### src/sv/prim_mst_pkg.sv
// ----------------------------------------------------------------------------
// prim_mst_pkg
// shared types and codes of the spanning tree block: key unit operations and
// the control and status groups between sequencer and key unit
// ----------------------------------------------------------------------------
package prim_mst_pkg;

   localparam int OP_BITS = 3;

   localparam logic [OP_BITS-1:0] OP_IDLE  = 3'd0;
   localparam logic [OP_BITS-1:0] OP_INIT  = 3'd1;
   localparam logic [OP_BITS-1:0] OP_SCAN  = 3'd2;
   localparam logic [OP_BITS-1:0] OP_JOIN  = 3'd3;
   localparam logic [OP_BITS-1:0] OP_RELAX = 3'd4;

   typedef struct packed {
      logic [OP_BITS-1:0] op;
      logic               first;
   } key_ctrl_type;

   typedef struct packed {
      logic found;
      logic joined;
   } key_stat_type;

endpackage

### src/sv/prim_mst_mem.sv
// ----------------------------------------------------------------------------
// prim_mst_mem
// adjacency store: one write port, one read port with registered read data
// ----------------------------------------------------------------------------
module prim_mst_mem #(
   parameter int DEPTH = 64,
   parameter int AW    = 6,
   parameter int DW    = 16
) (
   input  logic          clock,
   input  logic          wr_en,
   input  logic [AW-1:0] wr_addr,
   input  logic [DW-1:0] wr_data,
   input  logic [AW-1:0] rd_addr,
   output logic [DW-1:0] rd_data
);

   logic [DW-1:0] mem [DEPTH];
   logic [DW-1:0] rd_data_ff;

   always_ff @(posedge clock) begin
      if (wr_en) begin
         mem[wr_addr] <= wr_data;
      end
      rd_data_ff <= mem[rd_addr];
   end

   assign rd_data = rd_data_ff;

endmodule

### src/sv/prim_mst_keys.sv
// ----------------------------------------------------------------------------
// prim_mst_keys
// per-vertex keys, parents and tree membership with the one shared compare
// unit, used both for the minimum scan and for edge relaxation
// ----------------------------------------------------------------------------
module prim_mst_keys
   import prim_mst_pkg::*;
#(
   parameter int NUM_VERTICES = 8,
   parameter int WEIGHT_BITS  = 16
) (
   input  logic                                clock,
   input  logic                                reset,
   input  key_ctrl_type                        ctrl,
   input  logic [$clog2(NUM_VERTICES)-1:0]     idx,
   input  logic [WEIGHT_BITS-1:0]              weight,
   output key_stat_type                        stat,
   output logic [$clog2(NUM_VERTICES)-1:0]     best_idx,
   output logic [WEIGHT_BITS:0]                key_at,
   output logic [$clog2(NUM_VERTICES)-1:0]     parent_at
);

   localparam int IW = $clog2(NUM_VERTICES);
   localparam int KW = WEIGHT_BITS + 1;
   localparam logic [KW-1:0] KEY_INF = {1'b1, {WEIGHT_BITS{1'b0}}};

   logic [KW-1:0]           key_ff [NUM_VERTICES];
   logic [IW-1:0]           parent_ff [NUM_VERTICES];
   logic [NUM_VERTICES-1:0] in_tree_ff;
   logic [KW-1:0]           best_key_ff;
   logic [IW-1:0]           best_idx_ff;
   logic                    found_ff;
   logic [IW-1:0]           u_ff;

   logic [KW-1:0] cur_best;
   logic [KW-1:0] cmp_a;
   logic [KW-1:0] cmp_b;
   logic          less;
   logic          free_at;
   logic          take_scan;
   logic          take_relax;

   assign key_at    = key_ff[idx];
   assign parent_at = parent_ff[idx];
   assign free_at   = !in_tree_ff[idx];
   assign cur_best  = ctrl.first ? KEY_INF : best_key_ff;

   // shared comparator: scan asks key < best, relax asks weight < key
   always_comb begin
      if (ctrl.op == OP_RELAX) begin
         cmp_a = KW'(weight);
         cmp_b = key_at;
      end else begin
         cmp_a = key_at;
         cmp_b = cur_best;
      end
   end

   assign less       = cmp_a < cmp_b;
   assign take_scan  = (ctrl.op == OP_SCAN) && free_at && less;
   assign take_relax = (ctrl.op == OP_RELAX) && (weight != '0) && free_at && less;

   always_ff @(posedge clock) begin
      if (reset) begin
         in_tree_ff <= '0;
      end else if (ctrl.op == OP_INIT) begin
         in_tree_ff <= '0;
      end else if (ctrl.op == OP_JOIN && found_ff) begin
         in_tree_ff[best_idx_ff] <= 1'b1;
      end
   end

   always_ff @(posedge clock) begin
      if (ctrl.op == OP_INIT) begin
         for (int i = 0; i < NUM_VERTICES; i++) begin
            key_ff[i]    <= (i == 0) ? '0 : KEY_INF;
            parent_ff[i] <= '0;
         end
      end else if (take_relax) begin
         key_ff[idx]    <= cmp_a;
         parent_ff[idx] <= u_ff;
      end
   end

   always_ff @(posedge clock) begin
      if (reset) begin
         found_ff <= 1'b0;
      end else if (take_scan) begin
         best_key_ff <= key_at;
         best_idx_ff <= idx;
         found_ff    <= 1'b1;
      end else if (ctrl.op == OP_SCAN && ctrl.first) begin
         best_key_ff <= KEY_INF;
         found_ff    <= 1'b0;
      end
   end

   always_ff @(posedge clock) begin
      if (ctrl.op == OP_JOIN) begin
         u_ff <= best_idx_ff;
      end
   end

   assign best_idx    = best_idx_ff;
   assign stat.found  = found_ff;
   assign stat.joined = !free_at;

endmodule

### src/sv/prim_minimum_spanning_tree.sv
// ----------------------------------------------------------------------------
// prim_minimum_spanning_tree
// loads an adjacency matrix, runs prim's method from vertex 0 and reports
// the tree edge of every other vertex
// ----------------------------------------------------------------------------
//   channel  direction  contents
//   req_*    in         row, col, weight, last_entry (one matrix entry)
//   rsp_*    out        vertex, parent, edge weight, reachable, total, last
//
// an entry without last_entry only updates the adjacency memory. with
// last_entry the run initializes the keys, then alternates scan and relax
// passes through the shared key compare unit until no free vertex is
// reachable, then gives one result per vertex 1..N-1 and a clearing pass of
// the adjacency memory (one entry a cycle). reset starts with the same
// clearing pass. req_ready is low from the last entry until the clearing
// pass ends; a stalled result holds the output register and pauses the result phase.
// ----------------------------------------------------------------------------
module prim_minimum_spanning_tree
   import prim_mst_pkg::*;
#(
   parameter int NUM_VERTICES = 8,
   parameter int WEIGHT_BITS  = 16
) (
   input  logic        clock,
   input  logic        reset,
   input  logic        req_valid,
   output logic        req_ready,
   input  logic [2:0]  req_row,
   input  logic [2:0]  req_col,
   input  logic [15:0] req_weight,
   input  logic        req_last_entry,
   output logic        rsp_valid,
   input  logic        rsp_ready,
   output logic [2:0]  rsp_vertex,
   output logic [2:0]  rsp_parent_vertex,
   output logic [15:0] rsp_edge_weight,
   output logic        rsp_reachable,
   output logic [18:0] rsp_total_cost,
   output logic        rsp_last
);

   localparam int IW    = $clog2(NUM_VERTICES);
   localparam int DEPTH = NUM_VERTICES * NUM_VERTICES;
   localparam int AW    = $clog2(DEPTH);
   localparam int KW    = WEIGHT_BITS + 1;
   localparam int SW    = (KW > 19) ? KW : 19;

   localparam logic [IW-1:0] LAST_IDX  = IW'(NUM_VERTICES - 1);
   localparam logic [AW-1:0] LAST_ADDR = AW'(DEPTH - 1);

   localparam logic [2:0] S_LOAD  = 3'd0;
   localparam logic [2:0] S_INIT  = 3'd1;
   localparam logic [2:0] S_SCAN  = 3'd2;
   localparam logic [2:0] S_JOIN  = 3'd3;
   localparam logic [2:0] S_RELAX = 3'd4;
   localparam logic [2:0] S_OUT   = 3'd5;
   localparam logic [2:0] S_CLEAR = 3'd6;

   logic [2:0]    state_ff, state_in;
   logic [IW-1:0] idx_ff, idx_in;
   logic [AW-1:0] addr_ff, addr_in;
   logic [AW-1:0] clr_ff, clr_in;
   logic [18:0]   cost_ff, cost_in;

   logic        rsp_valid_ff, rsp_valid_in;
   logic [2:0]  vertex_ff, vertex_in;
   logic [2:0]  parent_ff, parent_in;
   logic [15:0] edge_ff, edge_in;
   logic        reach_ff, reach_in;
   logic [18:0] total_ff, total_in;
   logic        last_ff, last_in;

   logic                   mem_we;
   logic [AW-1:0]          mem_waddr;
   logic [WEIGHT_BITS-1:0] mem_wdata;
   logic [AW-1:0]          mem_raddr;
   logic [WEIGHT_BITS-1:0] mem_rdata;

   key_ctrl_type  kctrl;
   key_stat_type  kstat;
   logic [IW-1:0] best_idx;
   logic [KW-1:0] key_at;
   logic [IW-1:0] parent_at;

   logic                   ld_hit;
   logic [AW-1:0]          ld_addr;
   logic [WEIGHT_BITS-1:0] ld_weight;
   logic [AW-1:0]          join_addr;
   logic [KW-1:0]          edge_w;
   logic                   out_fire;

   assign ld_hit    = (int'(req_row) < NUM_VERTICES) && (int'(req_col) < NUM_VERTICES);
   assign ld_addr   = AW'(int'(req_row) * NUM_VERTICES + int'(req_col));
   assign ld_weight = WEIGHT_BITS'(req_weight);
   assign join_addr = AW'(int'(best_idx) * NUM_VERTICES);
   assign edge_w    = kstat.joined ? key_at : '0;
   assign out_fire  = !rsp_valid_ff || rsp_ready;

   assign req_ready = (state_ff == S_LOAD);

   always_comb begin
      state_in     = state_ff;
      idx_in       = idx_ff;
      addr_in      = addr_ff;
      clr_in       = clr_ff;
      cost_in      = cost_ff;
      rsp_valid_in = rsp_valid_ff && !rsp_ready;
      vertex_in    = vertex_ff;
      parent_in    = parent_ff;
      edge_in      = edge_ff;
      reach_in     = reach_ff;
      total_in     = total_ff;
      last_in      = last_ff;
      kctrl.op     = OP_IDLE;
      kctrl.first  = (idx_ff == '0);
      mem_we       = 1'b0;
      mem_waddr    = clr_ff;
      mem_wdata    = '0;
      mem_raddr    = addr_ff;

      unique case (state_ff)
         S_LOAD: begin
            if (req_valid) begin
               if (ld_hit) begin
                  mem_we    = 1'b1;
                  mem_waddr = ld_addr;
                  mem_wdata = ld_weight;
               end
               if (req_last_entry) begin
                  state_in = S_INIT;
               end
            end
         end
         S_INIT: begin
            kctrl.op = OP_INIT;
            cost_in  = '0;
            idx_in   = '0;
            state_in = S_SCAN;
         end
         S_SCAN: begin
            kctrl.op = OP_SCAN;
            if (idx_ff == LAST_IDX) begin
               idx_in   = '0;
               state_in = S_JOIN;
            end else begin
               idx_in = idx_ff + 1'b1;
            end
         end
         S_JOIN: begin
            kctrl.op = OP_JOIN;
            if (kstat.found) begin
               // fetch the first entry of the new tree vertex's row
               mem_raddr = join_addr;
               addr_in   = join_addr;
               idx_in    = '0;
               state_in  = S_RELAX;
            end else begin
               idx_in   = IW'(1);
               state_in = S_OUT;
            end
         end
         S_RELAX: begin
            kctrl.op = OP_RELAX;
            if (idx_ff == LAST_IDX) begin
               idx_in   = '0;
               state_in = S_SCAN;
            end else begin
               idx_in    = idx_ff + 1'b1;
               mem_raddr = addr_ff + 1'b1;
               addr_in   = addr_ff + 1'b1;
            end
         end
         S_OUT: begin
            if (out_fire) begin
               cost_in      = 19'(SW'(cost_ff) + SW'(edge_w));
               rsp_valid_in = 1'b1;
               vertex_in    = 3'(idx_ff);
               parent_in    = kstat.joined ? 3'(parent_at) : 3'd0;
               edge_in      = 16'(SW'(edge_w));
               reach_in     = kstat.joined;
               total_in     = 19'(SW'(cost_ff) + SW'(edge_w));
               last_in      = (idx_ff == LAST_IDX);
               if (idx_ff == LAST_IDX) begin
                  clr_in   = '0;
                  state_in = S_CLEAR;
               end else begin
                  idx_in = idx_ff + 1'b1;
               end
            end
         end
         S_CLEAR: begin
            mem_we = 1'b1;
            if (clr_ff == LAST_ADDR) begin
               state_in = S_LOAD;
            end else begin
               clr_in = clr_ff + 1'b1;
            end
         end
         default: begin
            clr_in   = '0;
            state_in = S_CLEAR;
         end
      endcase
   end

   always_ff @(posedge clock) begin
      if (reset) begin
         state_ff     <= S_CLEAR;
         idx_ff       <= '0;
         clr_ff       <= '0;
         cost_ff      <= '0;
         rsp_valid_ff <= 1'b0;
      end else begin
         state_ff     <= state_in;
         idx_ff       <= idx_in;
         clr_ff       <= clr_in;
         cost_ff      <= cost_in;
         rsp_valid_ff <= rsp_valid_in;
      end
   end

   always_ff @(posedge clock) begin
      addr_ff   <= addr_in;
      vertex_ff <= vertex_in;
      parent_ff <= parent_in;
      edge_ff   <= edge_in;
      reach_ff  <= reach_in;
      total_ff  <= total_in;
      last_ff   <= last_in;
   end

   prim_mst_mem #(
      .DEPTH (DEPTH),
      .AW    (AW),
      .DW    (WEIGHT_BITS)
   ) u_mem (
      .clock   (clock),
      .wr_en   (mem_we),
      .wr_addr (mem_waddr),
      .wr_data (mem_wdata),
      .rd_addr (mem_raddr),
      .rd_data (mem_rdata)
   );

   prim_mst_keys #(
      .NUM_VERTICES (NUM_VERTICES),
      .WEIGHT_BITS  (WEIGHT_BITS)
   ) u_keys (
      .clock     (clock),
      .reset     (reset),
      .ctrl      (kctrl),
      .idx       (idx_ff),
      .weight    (mem_rdata),
      .stat      (kstat),
      .best_idx  (best_idx),
      .key_at    (key_at),
      .parent_at (parent_at)
   );

   assign rsp_valid         = rsp_valid_ff;
   assign rsp_vertex        = vertex_ff;
   assign rsp_parent_vertex = parent_ff;
   assign rsp_edge_weight   = edge_ff;
   assign rsp_reachable     = reach_ff;
   assign rsp_total_cost    = total_ff;
   assign rsp_last          = last_ff;

endmodule

### config.mk
export PLATFORM = sky130hd
export DESIGN_NAME = prim_minimum_spanning_tree
export DESIGN_NICKNAME = d
export VERILOG_FILES = /design/src/sv/prim_mst_pkg.sv /design/src/sv/prim_mst_mem.sv /design/src/sv/prim_mst_keys.sv /design/src/sv/prim_minimum_spanning_tree.sv
export SDC_FILE = /design/constraint.sdc
export NUM_CORES = 2
export LEC_CHECK = 0
export ABC_AREA = 0
export BUFFER_PORTS_ARGS = -buffer_cell sky130_fd_sc_hd__buf_2
export CELL_PAD_IN_SITES_DETAIL_PLACEMENT = 2
export CELL_PAD_IN_SITES_GLOBAL_PLACEMENT = 2
export CORE_MARGIN = 2
export CORE_UTILIZATION = 46
export DETAILED_ROUTE_END_ITERATION = 8
export GPL_TIMING_DRIVEN = 0
export PLACE_DENSITY_LB_ADDON = 0.25
export REMOVE_ABC_BUFFERS = 1
export SLEW_MARGIN = 20
export SYNTH_ARGS = -nofsm -noshare
export SYNTH_HDL_FRONTEND = slang
export SYNTH_SLANG_ARGS = --single-unit
### constraint.sdc
create_clock -name clock -period 6.21 [get_ports clock]
set_input_delay 0.9315 -clock clock [delete_from_list [all_inputs] [get_ports clock]]
set_output_delay 0.9315 -clock clock [all_outputs]
set_load 0.01 [all_outputs]
# Yosys cells after proc, flatten, opt, wreduce, memory -nomap -nowiden

Memory sizes are Yosys's and may differ from the RTL's. A register that Yosys moved wholly into a read port is not among the register bits.
Cells that the tools add are included.

Add/sub/neg operators: 5
Magnitude comparators: 4
Equal/unequal tests: 21
Mux-type cells: 59
Bitwise gates (word level): 3
Reductions and logical operators: 32

Operators by type and width:

| kind                                                       | number |
|---|---|
| two-way mux 17 bit                                         | 7 |
| two-way mux 3 bit                                          | 15 |
| two-way mux 6 bit                                          | 7 |
| one-hot mux 19 bit (2 select lines)                        | 1 |
| two-way mux 16 bit                                         | 2 |
| one-hot mux 3 bit (4 select lines)                         | 2 |
| one-hot mux 3 bit (7 select lines)                         | 1 |
| adder 19 x 17 -> 19 bit                                    | 1 |
| two-way mux 19 bit                                         | 1 |
| two-way mux 1 bit                                          | 18 |
| one-hot mux 6 bit (3 select lines)                         | 1 |
| less-than comparator 17 bit                                | 1 |
| OR reduction 17 bit                                        | 1 |
| != test 2 bit, second input constant                       | 8 |
| nonzero test 16 bit                                        | 1 |
| equality test 3 bit, second input constant                 | 5 |
| adder 6 x 1 -> 6 bit, second input constant                | 2 |
| equality test 3 x 2 -> 1 bit, second input constant        | 4 |
| one-hot mux 6 bit (2 select lines)                         | 1 |
| logical AND 1 bit                                          | 9 |
| less-than comparator 3 x 4 -> 1 bit, second input constant | 2 |
| bitwise OR 8 bit                                           | 1 |
| AND reduction 2 bit                                        | 4 |
| AND reduction 7 bit                                        | 1 |
| 20 further kinds                                           | 28 |

Register bits after elaboration: 110
Memory bits (writable): 1184
Input bits: 27
Output and inout port bits: 45
Memories kept: 3

Memory list:

| name             | words | width | rd ports | clocked after Yosys merged registers in | wr ports | line                | source |
|---|---|---|---|---|---|---|---|
| u_mem.mem        | 64    | 16    | 1        | 1                                       | 1        | prim_mst_mem.sv:18  | `logic [DW-1:0] mem [DEPTH];` |
| u_keys.key_ff    | 8     | 17    | 1        | 1                                       | 8        | prim_mst_keys.sv:27 | `logic [KW-1:0] key_ff [NUM_VERTICES];` |
| u_keys.parent_ff | 8     | 3     | 1        | 1                                       | 8        | prim_mst_keys.sv:28 | `logic [IW-1:0] parent_ff [NUM_VERTICES];` |

# Depth between registers and ports, before layout

Depth in word-level cells: 11
Mapped depth: 19
Depth with buffers taken out: 15

# By module

A second synthesis with hierarchy kept.

Cell total of the unflattened synthesis: 3018
Area, all modules: 53717.8 um^2

By module, submodules not included:

| module                     | instances | cells an instance | area each (um^2) | seq. area each (um^2) |
|---|---|---|---|---|
| prim_mst_mem               | 1         | 1829              | 40042.2          | 31069.8 |
| prim_mst_keys              | 1         | 743               | 9247.6           | 5675.4 |
| prim_minimum_spanning_tree | 1         | 446               | 4428.0           | 2052.0 |

# Least setup slack after synthesis

Ideal clock, no wire load.

Kind: reg2reg
Start: register with a tool-made name
End: register u_keys.best_key_ff[0], enable pin
Setup time: 413 ps
Data arrival time: 5279 ps
Data required time: 5797 ps
Setup slack: 519 ps
Stages on the path, launching flop included: 18
Path buffers: 3
Cell sequence: dfxtp_1 > buf_2 > buf_1 > mux4_2 > mux2i_1 > nand2_1 > o21ai_1 > inv_1 > ha_1 > a21o_1 > a21o_1 > a21o_1 > a2111oi_0 > o211ai_1 > a221oi_1 > buf_2 > nor2_1 > nor3_1

RTL lines:

| element              | line                | source |
|---|---|---|
| to (signal assigned) | prim_mst_keys.sv:89 | `best_key_ff <= key_at;` |
| to (decl)            | prim_mst_keys.sv:30 | `logic [KW-1:0] best_key_ff;` |

# Worst setup path after layout

Start: register state_ff[1]
End: register u_mem.rd_data_ff[2] (netlist: u_mem.rd_data[2]) (read register of u_mem.mem)

Cells in the longest elaborated chain, start to end: 2
Elaborated cells on any way between the ends: 3

RTL lines:

| element                                                                    | line                              | source |
|---|---|---|
| from (decl)                                                                | prim_minimum_spanning_tree.sv:59  | `logic [2:0] state_ff, state_in;` |
| from (signal assigned)                                                     | prim_minimum_spanning_tree.sv:214 | `state_ff <= state_in;` |
| equality test 3 bit / equality test 3 x 2 -> 1 bit (equally long branches) | prim_minimum_spanning_tree.sv:121 | `unique case (state_ff)` |
| one-hot mux 6 bit (2 select lines) (*)                                     | prim_minimum_spanning_tree.sv:121 |  |
| to (decl)                                                                  | prim_mst_mem.sv:19                | `logic [DW-1:0] rd_data_ff;` |

Every way passes the cells marked *; elsewhere a longest branch is shown, timed or not.
A chain may end at the register's enable or synchronous reset.

==> results by stage <==
STA:
- The total of endpoints with negative setup slack in the final report is 0.
- The aggregate negative setup slack is 0 ns.
- The headroom to the max-slew limit is 23.1%.
- After layout, the worst path uses 98.5% of the clock period.
- The final-report max-slew violation count is 0.
- The measured slew at the worst slew-check pin is 1.12 ns.
- The hold violation count in the final report came to 0.
- Setup repair after global routing left no endpoint under its margin.
- Across all hold checks on the routed design, the worst slack comes to ~0.5 ns.
- The highest clock rate is 164 MHz.
- The final period demand of the worst path is 6.12 ns.
- The clock arrives with 0.0427 ns of skew.

Setup path:
- The sort of element at the start of the critical path is a flip-flop.
- The startpoint identified for the worst register-to-register timing path is state_ff[1]$_SDFFE_PP1P_.
- STA classifies the critical path endpoint as a flip-flop.
- The endpoint of the worst-slack reg-to-reg timing path is u_mem.rd_data[2]$_DFF_P_.
- The worst setup path is of the flip-flop to flip-flop kind.
- The data arrival time of the critical path is 6.65 ns.
- At the worst endpoint, the required time is 6.75 ns.
- The worst register-to-register path has a depth of 14.
- The reg2reg setup slack is roughly 0.095 ns.
- Along the worst path, the maximum fanout reaches 104.

Global route:
- The first global-routing pass estimated roughly 290000 µm of wire.
- Global routing finished with a remaining overflow of 0.
- The largest net degree at the start of global routing is between 100 and 150.
- The initial antenna violation count is 7.
- Global routing consumed, over all layers together, 34.2% of the routing resources.
- The number of global-route vias before repair was 38776.

Route:
- The final antenna-violating net count is 0.
- For this block, the via count after detailed routing is around 36000.
- The overall routed net length is 206000 µm.
- Using the TritonRoute via totals, the vias-per-cell ratio works out to 6.67.
- The detail-routed net length per standard cell is 38.1 µm.
- The number of iterations in the first detailed-routing pass is 6.
- The DRC violation total after the first TritonRoute iteration is 4228.
- The DRC violations left is 0.

Final layout:
- In the final layout, the multi-input gates occupy 14200 µm².
- The share of layout cells above drive strength 1 is 17.9%.
- The growth of design area from synthesis to finish is 15.7%.
- The net count of the finished layout is 3816.
- The register cell area after layout is 38900 µm².
- The layout has 10243 filler cells.

Place:
- The detailed placement HPWL is 120000 µm.
- At the end of routability-driven placement, the weighted congestion stood at 0.848.
- The count of buffers added on input and output ports is 71.

Floorplanning:
- The die width is 345 µm.
- The die boundary height is 345 µm.
- The die area is between 100000 and 150000 µm².
- The total core area is 116000 µm².
- The starting density of the core is 46.3%.
- The number of placed I/O pins is 72.
- The floorplan has between 100 and 150 rows.

Logic synthesis:
- The most used flip-flop cell after synthesis is edfxtp_1.
- Ranked by total cell area, the synthesized netlist is headed by edfxtp_1 70%, mux4_2 5.3%, nand2_1 3.6%, dfxtp_1 2.5%, nor2_1 2.3%.
- The number of unique standard cell types used by synthesis is 72.
- Ranked by instance count, the synthesized netlist is headed by 1250 x edfxtp_1, 519 x nand2_1, 326 x nor2_1.
- The fraction of registers with async set or reset after synthesis is 0%.
- The cell area that synthesis handed to floorplanning was 53600 µm².
- Averaged over all synthesized cells, the footprint is 14.7 µm².
- After synthesis, flip-flops and latches occupy 72.5% of the total area.
- In this run, synthesis produced a sequential element count of 1316.
- Synthesis produced between 3000 and 4000 cells.
- Of the post-synthesis cell area, the dominant cell type holds 70.0%.
- The synthesized design spends more area on one cell type than any other, namely edfxtp_1.
- In the post-synthesis netlist, the cell with the most instances is edfxtp_1.
- The Yosys warning count is 0.
- Counting flops with a built-in enable in the synthesized netlist gives around 1300.

Worst hold path:
- The endpoint of the worst hold-timing path is cost_ff[3]$_SDFFE_PP0P_.
- The worst hold path belongs to the class flip-flop to flip-flop.
- In this run the most critical hold path is launched from cost_ff[3]$_SDFFE_PP0P_.
- The worst hold path was traced through 2 stages.

Pwr:
- The largest voltage drop on the vdd net is 0.000348 V.
- For this design the static power due to leakage is 21.7 nW.
- Total power for the finished layout comes to 26.5 mW.
- The power density of the placed cells is 427 nW/µm².

CTS:
- The CTS buffer count is 143.
- The total of hold buffers inserted after clock tree synthesis is 0.
- After clock tree synthesis, the clock-pin slew on the worst setup and hold paths is roughly 0.06 ns.
- The CTS tree is built.
- The number of buffers between clock root and the deepest sink is 3.
- Clock latency on the worst-skew pair, taken at its later pin, is 0.78 ns.
- The tree built by TritonCTS fans out to roughly 1300 sinks.
- The total number of H-tree levels is 4.
- The clock root buffer is clkbuf_16.

Flow run:
- The reported max-cap violation count is 0.

Run status:
- The flow ran to the end, and the final reports show no timing, DRC or antenna violations.
-- registers in the layout (all words and copies together), names as in the netlist, named ones only --
signal,cells
rsp_total_cost,19
rsp_parent_vertex,3
u_keys.parent_ff,24
u_keys.key_ff,136
rsp_last,1
u_keys.best_key_ff,17
rsp_reachable,1
state_ff,3
u_keys.best_idx,3
u_mem.mem,1024
clr_ff,6
u_keys.u_ff,3
addr_ff,6
rsp_vertex,3
rsp_valid,1
u_keys.found_ff,1
rsp_edge_weight,16
idx_ff,3
u_keys.in_tree_ff,8
u_mem.rd_data,16
cost_ff,19
-- routing by layer --
metal | GRT usage [%] | routed length, µm | vias up | part of all wire, %
li1 | - | - | 14269 | -
met1 | 43.1 | 77900 | 19101 | 38
met2 | 57.7 | 102000 | 2036 | 50
met3 | 5.57 | 14700 | 571 | 7.1
met4 | 16.8 | 10900 | 6 | 5.3
met5 | 0 | 37 | - | 0.018
-- report_power, final --
| part | total, mW | switching (mW) | leakage [nW] | internal, mW |
|---|---|---|---|---|
| Combinational | 7.87 | 5.47 | 6.62 | 2.40 |
| Sequential | 10.2 | 0.224 | 12.9 | 9.93 |
| Clock | 8.48 | 3.85 | 2.18 | 4.64 |
| Total | 26.5 | 9.54 | 21.7 | 17.0 |
-- layout make-up --
type	instances	area share, %
Sequential cell	1316	62.7
Multi-Input combinational cell	2052	22.9
Clock buffer	178	6.15
Timing Repair Buffer	196	3.83
Tap cell	1524	3.08
Clock inverter	81	1.02
Inverter	41	0.295
Antenna cell	3	0.0121
-- what timing repair did --
item,CTS,global route
resized for setup,20,11
pin swaps,1,0
setup buffers,2,3
endpoints found under the setup margin,192,154
-- placed cells by master, fill, tap and decap left out, types with 30 or more instances in the layout --
cell type,count
a21oi_1,92
clkinv_1,33
nor2_2,42
dfxtp_1,59
and3_1,159
inv_1,34
buf_2,78
mux4_2,125
buf_8,33
a211oi_1,63
nand2_1,507
o21ai_0,58
clkbuf_16,147
ha_1,37
nor2_1,260
a221o_1,30
mux2i_1,33
nand3_1,129
a311oi_1,54
a31oi_1,78
edfxtp_1,1250
buf_6,32
-- logic make-up (layout without fill, tap and decap cells) --
logic type      after synthesis  count (layout)  share of synthesized area (%)
other cells                   1               4                        0.00699
buf+inv                     283             496                           2.13
compound gates              511             511                           6.78
fa+ha+maj                    39              39                          0.924
mux                         188             188                           6.49
xor+xnor                     19              19                          0.310
simple gates               1294            1294                           10.9
flops                      1316            1316                           72.5
-- worst max-delay path by stage --
| stage | startpoint | endpoint |
|---|---|---|
| 2_1_floorplan | state_ff[0]$_SDFFE_PP0P_ | u_mem.rd_data[13]$_DFF_P_ |
| 3_3_place_gp | state_ff[0]$_SDFFE_PP0P_ | u_mem.rd_data[13]$_DFF_P_ |
| 3_5_place_dp | idx_ff[2]$_SDFFE_PP0P_ | u_mem.rd_data[10]$_DFF_P_ |
| 4_1_cts | flip-flop | u_keys.best_idx[0]$_DFFE_PP_ |
| 5_1_grt | flip-flop | u_keys.key_ff[1][0]$_SDFFCE_PN0P_ |
| 6_report | state_ff[1]$_SDFFE_PP1P_ | u_mem.rd_data[2]$_DFF_P_ |
-- worst max-delay path, stage by stage (launching register included) --
cell and delay [ns]:
dfxtp_1 0.91, nand4b_1 0.54, nand3b_1 0.37, buf_8 0.24, buf_8 0.19, buf_8 0.17, and2_4 0.57, buf_16 0.34
inv_12 0.18, buf_16 0.30, mux4_2 0.42, nand3_1 0.11, nand4_1 0.30, nor3_1 0.62, o221ai_1 0.41
-- stage by stage --
| stage | instance area (µm²) | setup slack (ns) | instances | util, % |
|---|---|---|---|---|
| after CTS | 61900 | 0.0955 | 5385 | 53.4 |
| after global placement | 54900 | -20.13 | 5004 | 47.4 |
| final | 62000 | 0.0947 | 5391 | 53.5 |
| after floorplan | 52600 | -5.85 | 3409 | - |
| after global routing | 62000 | 0.0560 | 5390 | 53.5 |
| after detailed placement | 57400 | -0.751 | 5124 | 49.5 |
Power figures use the tool's default switching activity.
